`src/sv/txc_pkg.sv`:
```
// Shared constants, codes and controller/datapath interface types.
package txc_pkg;

  // Default screen geometry
  localparam int COLUMNS_DEF = 80;
  localparam int ROWS_DEF    = 25;

  // Character codes
  localparam logic [7:0] CH_NEWLINE = 8'd10;
  localparam logic [7:0] CH_RETURN  = 8'd13;
  localparam logic [7:0] CH_TAB     = 8'd9;
  localparam logic [7:0] CH_SPACE   = 8'h20;

  // Attribute used for blanks after reset
  localparam logic [7:0] ATTR_RST = 8'h07;

  // Request kinds
  localparam logic [1:0] REQ_PUT   = 2'd0;
  localparam logic [1:0] REQ_CLEAR = 2'd1;
  localparam logic [1:0] REQ_READ  = 2'd2;

  // Memory write source
  localparam logic [2:0] WR_NONE  = 3'd0;
  localparam logic [2:0] WR_CHAR  = 3'd1;
  localparam logic [2:0] WR_COPY  = 3'd2;
  localparam logic [2:0] WR_BLANK = 3'd3;
  localparam logic [2:0] WR_FILL  = 3'd4;
  localparam logic [2:0] WR_INIT  = 3'd5;

  // Memory read source
  localparam logic [1:0] RD_NONE = 2'd0;
  localparam logic [1:0] RD_IDX  = 2'd1;
  localparam logic [1:0] RD_COPY = 2'd2;

  // Commands from the controller
  typedef struct packed {
    logic       take;
    logic [2:0] wr_mode;
    logic [1:0] rd_mode;
    logic       cur_put;
    logic       cur_home;
    logic       cnt_clr;
    logic       cnt_inc;
    logic       out_load;
  } cmd_t;

  // Status back to the controller
  typedef struct packed {
    logic [1:0] req;
    logic       plain;
    logic       scroll_need;
    logic       cnt_zero;
    logic       copy_end;
    logic       cnt_end;
    logic       out_free;
  } sts_t;

endpackage

```
`src/sv/txc_ctrl.sv`:
```
// Request sequencer: decode, memory sweeps and result hand-off.
module txc_ctrl (
  input  logic          clk,
  input  logic          rst_n,
  input  logic          in_tvalid,
  output logic          in_tready,
  input  txc_pkg::sts_t sts,
  output txc_pkg::cmd_t cmd
);
  import txc_pkg::*;

  localparam logic [2:0] S_INIT  = 3'd0;
  localparam logic [2:0] S_IDLE  = 3'd1;
  localparam logic [2:0] S_EXEC  = 3'd2;
  localparam logic [2:0] S_COPY  = 3'd3;
  localparam logic [2:0] S_BLANK = 3'd4;
  localparam logic [2:0] S_FILL  = 3'd5;
  localparam logic [2:0] S_DONE  = 3'd6;

  logic [2:0] state_r, state_nxt;

  // Next state and commands
  always_comb begin
    state_nxt = state_r;
    cmd       = '0;
    in_tready = 1'b0;
    case (state_r)
      S_INIT: begin
        cmd.wr_mode = WR_INIT;
        cmd.cnt_inc = 1'b1;
        if (sts.cnt_end) state_nxt = S_IDLE;
      end
      S_IDLE: begin
        in_tready = 1'b1;
        if (in_tvalid) begin
          cmd.take  = 1'b1;
          state_nxt = S_EXEC;
        end
      end
      S_EXEC: begin
        case (sts.req)
          REQ_PUT: begin
            if (sts.scroll_need) begin
              cmd.wr_mode = sts.plain ? WR_CHAR : WR_NONE;
              cmd.cur_put = 1'b1;
              cmd.cnt_clr = 1'b1;
              state_nxt   = S_COPY;
            end else if (sts.out_free) begin
              cmd.wr_mode  = sts.plain ? WR_CHAR : WR_NONE;
              cmd.cur_put  = 1'b1;
              cmd.out_load = 1'b1;
              state_nxt    = S_IDLE;
            end
          end
          REQ_CLEAR: begin
            cmd.cur_home = 1'b1;
            cmd.cnt_clr  = 1'b1;
            state_nxt    = S_FILL;
          end
          REQ_READ: begin
            cmd.rd_mode = RD_IDX;
            state_nxt   = S_DONE;
          end
          default: begin
            if (sts.out_free) begin
              cmd.out_load = 1'b1;
              state_nxt    = S_IDLE;
            end
          end
        endcase
      end
      // Read one row down, write the cell read last cycle
      S_COPY: begin
        if (!sts.cnt_zero) cmd.wr_mode = WR_COPY;
        if (!sts.copy_end) begin
          cmd.rd_mode = RD_COPY;
          cmd.cnt_inc = 1'b1;
        end else begin
          state_nxt = S_BLANK;
        end
      end
      S_BLANK: begin
        cmd.wr_mode = WR_BLANK;
        if (sts.cnt_end) state_nxt = S_DONE;
        else             cmd.cnt_inc = 1'b1;
      end
      S_FILL: begin
        cmd.wr_mode = WR_FILL;
        if (sts.cnt_end) state_nxt = S_DONE;
        else             cmd.cnt_inc = 1'b1;
      end
      S_DONE: begin
        if (sts.out_free) begin
          cmd.out_load = 1'b1;
          state_nxt    = S_IDLE;
        end
      end
      default: begin
        state_nxt = S_IDLE;
      end
    endcase
  end

  always_ff @(posedge clk) begin
    if (!rst_n) begin
      state_r <= S_INIT;
    end else begin
      state_r <= state_nxt;
    end
  end

endmodule

```
`config.mk`:
```
export PLATFORM = sky130hd
export DESIGN_NAME = txc_ctrl
export DESIGN_NICKNAME = d
export VERILOG_FILES = /design/src/sv/txc_pkg.sv /design/src/sv/txc_ctrl.sv
export SDC_FILE = /design/constraint.sdc
export NUM_CORES = 1
export LEC_CHECK = 0
export BUFFER_PORTS_ARGS = -buffer_cell sky130_fd_sc_hd__buf_4
export CAP_MARGIN = 20
export CORE_AREA = 2 2 39 41
export DETAILED_ROUTE_END_ITERATION = 12
export DIE_AREA = 0 0 41 43
export PLACE_DENSITY = 0.64
export SLEW_MARGIN = 20
export SYNTH_ARGS = -nofsm -noshare
export SYNTH_HDL_FRONTEND = slang
export SYNTH_SLANG_ARGS = --single-unit
```
`constraint.sdc`:
```
create_clock -name clk -period 1.45 [get_ports clk]
set_clock_uncertainty 0.05 [all_clocks]
set_input_delay 0.0725 -clock clk [delete_from_list [all_inputs] [get_ports clk]]
set_output_delay 0.0725 -clock clk [all_outputs]
set_load 0.02 [all_outputs]
```
**Yosys cells after proc, flatten, opt, wreduce, memory -nomap -nowiden**

Index checks and enable logic that the tools add are counted.

- Memories: 0
- Register bits: 3
- Memory bits (read-only): 0
- RAM bits: 0
- Latch bits: 0
- Input port bits: 11
- Word-level logic and storage cells: 51

- Divide/modulo/power cells: 0
- Reduce and logical (&&, ||, !) cells: 5
- Equal/unequal tests: 12
- $add $sub $neg: 0
- $mul: 0
- Bitwise operators: 0
- Shift-type cells: 0
- $lt $le $gt $ge: 0
- Mux-type cells: 33

Operators by type and width:

| operator | count |
|---|---|
| 3-bit two-way mux | 8 |
| 3-bit one-hot mux with 6 select lines | 1 |
| 1-bit two-way mux | 15 |
| 3-bit one-hot mux with 5 select lines | 1 |
| 3-bit == test (second input constant) | 3 |
| 3-bit one-hot mux with 3 select lines | 1 |
| 3-bit by 2-bit == test with 1-bit output (second input constant) | 2 |
| 2-bit != test (second input constant) | 3 |
| 1-bit one-hot mux with 2 select lines | 3 |
| 2-bit two-way mux | 2 |
| 2-bit one-hot mux with 2 select lines | 1 |
| 4-bit AND reduction | 1 |
| 2-bit OR reduction | 2 |
| 3-bit by 1-bit == test with 1-bit output (second input constant) | 1 |
| 3-bit zero test | 1 |
| 1-bit one-hot mux with 3 select lines | 1 |
| 2-bit by 1-bit == test with 1-bit output (second input constant) | 1 |
| 2-bit == test (second input constant) | 1 |
| 2-bit zero test | 1 |
| 2-bit by 1-bit != test with 1-bit output (second input constant) | 1 |

**Longest topological paths before layout**

- Depth in word-level cells: 5
- Mapped depth: 6
- Depth with buffers taken out: 6

**Worst setup path before layout**

No wires, ideal clock.

- Kind: reg2reg
- Start: reg state_r[1]
- End: reg state_r[1]
- Period minus slack after synthesis: 1.331 ns
- Data arrival time: 1.167 ns
- Path buffers: 0
- Path slack: 0.119 ns
- Stages on the path, launching flop included: 5
- Cells stage by stage: dfxtp_1 > and4bb_4 > nor4_4 > a21oi_1 > o21a_1

- Longest elaborated chain between the ends: 4
- Elaborated cells between the ends (all ways): 17
- Those cells by class: eq/ne (10); mux (4); reduce/logical (3)

Ends and longest elaborated chain:

| what | line | text |
|---|---|---|
| start, declared | txc_ctrl.sv:20 | `logic [2:0] state_r, state_nxt;` |
| start signal, assigned | txc_ctrl.sv:108 | `state_r <= state_nxt;` |
| 3-bit two-way mux / 3-bit == test (equally long branches) | - |  |
| 3-bit two-way mux / 2-bit OR reduction (equally long branches) | - |  |
| 3-bit one-hot mux with 3 select lines / 2-bit by 1-bit != test with 1-bit output (equally long branches) | - |  |
| 3-bit one-hot mux with 6 select lines / 4-bit AND reduction (equally long branches) | - |  |

Parallel ways exist; a longest one is shown, timed or not.
A chain may end at the register's enable or synchronous reset.

==> key figures <==
Run status
  – Status: finished, final reports clean

Critical path
  – Most frequent CP cell: buf_6
  – Critical Path, Cell by Cell: buf_6 > or3b_4 > a21oi_2 > buf_6
  – Reg2reg start: state_r[2]
  – CP Class: flop to primary output
  – Worst R2R End: state_r[1]
  – CP peak stage delay: 0.36 ns
  – Worst EP required: about 1.3 ns
  – Worst reg-to-reg setup slack: approximately 0.060 ns
  – CP top delay family: simple AND/OR/NAND/NOR gates
  – Critical path peak fanout: 5
  – Startpoint types: flop
  – Crit end category: primary output
  – Buf+Inv Stages, Crit Path: 2
  – CP arrival: around 1.3 ns
  – R2R depth: 6
  – Max stage delay cell, worst path: or3b_4

Synth
  – Seq/Total Area, Yosys: roughly 13%
  – Ys async rst share: 0%
  – Post-synth EDFFs: 0
  – Post-Syn Nets: 77
  – Synthesized flop and latch total: 3
  – Yosys cell types: 29
  – Cells after Synth: just over 60
  – Cell taking the most area after synthesis: dfxtp_1
  – Top area cells in the synthesized netlist: dfxtp_1, ha_1, nor2_1
  – Post-Syn Area: between 400 and 500 µm²
  – Mean Syn Cell Area: 7.59 µm²
  – Top FF cell, synth: dfxtp_1
  – Post-synth top area share: approximately an eighth
  – YS warnings: 0
  – Most frequent cell after synthesis: nor2_1
  – Top post-synthesis cells by count: nor2_1, a21oi_1, ha_1, inv_1, nand2_1

Floorplan
  – Die Y: ~43 µm
  – CORE AREA: 1380 µm²
  – Initial core utilization: approximately 34%
  – Chip width: slightly above 40 µm
  – I/O pin cnt: 23
  – Cell Rows: 14
  – Die area: 1760 µm²

Power
  – Sequential Power Share: between 20% and 30%
  – Switching Power: roughly 130 µW
  – VDD IR-drop max: 0.000372 V
  – Logic pwr share: a little over two fifths
  – Cell Int Power: 285 µW
  – Clock share of power: around a third
  – P per Cell Area: around 540 nW/µm²
  – Net Sw Frac: around a third
  – Total power draw: 416 µW
  – P_leak: around 0.38 nW

Clocking
  – CTS Buf Count: 3
  – H-tree depth: 1
  – Clk slew on worst S/H paths: approximately 0.04 ns
  – Maximum clock insertion buffer count: 2
  – Root buf cell: clkbuf_4
  – Hold buffers post-CTS: 0
  – Clock sink count: 3
  – Clock Latency Late Sink: approximately 0.23 ns
  – CTS tree: built

Min path
  – Worst min path class: input port to flop
  – Hold path depth: 2
  – Hold Path Origin: rst_n
  – Hold Path Sink: state_r[2]

GRT
  – Initial antenna violation count: 0
  – Pin count of the biggest net entering global routing: 12
  – Global-route wire length before repair: between 1500 and 2000 µm
  – Gr ovfl total: 0
  – Vias in the first global route: 463
  – Global-route usage over all layers: 13.9%

STA
  – # setup viols final: 0
  – Max-slew violation count: 0
  – Hold Violations, Final: 0
  – Slew margin rel.: 82.2%
  – Hold WS: ~0.026 ns
  – Period minus WS final: 1.44 ns
  – Unrepaired setup endpoints after global routing: yes
  – Final period util: between 90% and 100%
  – Worst Tran Pin Value: about 0.27 ns
  – Fmax: around 700 MHz

Drt
  – Post-route ant nets: 0
  – Routed vias: 579
  – DRC: 0
  – Initial DRC count: 3
  – Drt first pass iters: 4
  – Drt wl/cell: roughly 11 µm
  – Final wirelength: 1240 µm
  – DR vias/cell: a little over 5

Cells and area
  – Biggest regs: state_r: 3 flops
  – Synth-to-layout area growth: 64.1%
  – # diodes: 0
  – Proportion of layout cells with a drive suffix above 1: between 50% and 60%
  – Biggest register: state_r
  – Post-layout net count: about 110
  – Max reg flops: 3

Flow run
  – Max-cap violations: 0

Placement
  – Port bufs: 22
  – Dpl hpwl: around 940 µm
  – Placer Congestion: a little over 0.8
repair_timing:
item                       CTS  global route
setup endpoints to repair    2             6
pin swaps                    1             2
buffers inserted             0             3
gates resized for setup      3             7
worst max path at each step:
stage,from,endpoint,slack (ns),cells past startpoint
after floorplan,state_r[1],state_r[1],0.12,4
after global placement,sts[6],state_r[1],0.04,7
after detailed placement,sts[6],state_r[1],-0.006,7
after CTS,state_r[2],cmd[7],-0.006,4
after global routing,state_r[2],cmd[7],-0.05,4
final,state_r[2],cmd[7],0.01,4
power groups by stage:
| stage | clock network [mW] | logic [mW] | registers, mW |
|---|---|---|---|
| finish | 0.145 | 0.179 | 0.0914 |
| global route | 0.161 | 0.194 | 0.0915 |
| CTS | 0.154 | 0.172 | 0.0907 |
| detailed placement | 0 | 0.171 | 0.0917 |
| global placement | 0 | 0.170 | 0.0917 |
| floorplan | 0 | 0.0948 | 0.0913 |
kinds of logic after synthesis:
| kind of cell | after synthesis | synth area share (%) |
|---|---|---|
| AO/OA/AOI/OAI | 17 | 23.1 |
| adder cells (fa/ha/maj) | 4 | 10.6 |
| AND/OR/NAND/NOR | 30 | 43.4 |
| flip-flops | 3 | 12.8 |
| XOR/XNOR | 1 | 1.86 |
| buffers and inverters | 7 | 8.24 |
area by class of cell:
class | instances | area (µm²)
tap | 16 | 20.0
multi-input combinational | 52 | 385
inverter | 4 | 15.0
sequential | 3 | 62.6
clock buffer | 4 | 26.3
timing repair buffer | 33 | 263
fill | 128 | 612
layout by cell type, fill, tap and decap left out, types with 2 or more instances in the layout:
master and count:
and3_1 2, nor3_1 2, ha_1 4, o21ai_1 2
a21oi_1 4, buf_4 29, nand2_1 4, o21ai_0 3
nor2_1 7, or3_2 2, inv_1 4, o21a_1 2
and2b_2 3, buf_6 4, dfxtp_2 2, clkbuf_4 3
and3b_2 2
layer usage:
metal | vias up | global-route usage [%] | wire (µm)
met5 | - | 0 | 0
met4 | 0 | 6.67 | 6
met3 | 2 | 3.14 | 78
met2 | 20 | 23.4 | 648
met1 | 268 | 15.3 | 510
li1 | 289 | - | -
per-stage QoR:
step	std cells	area, µm²	utilization, %	TNS (ns)	setup slack (ns)
floorplan	62	470	-	0	0.119
global placement	105	692	50.0	0	0.0394
detailed placement	105	692	50.0	-0.00604	-0.00604
CTS	109	728	52.6	-0.00619	-0.00619
global route	112	772	55.8	-0.0455	-0.0455
finish	112	772	55.8	0	0.0104
No activity file was read; power rests on OpenSTA's default activity.
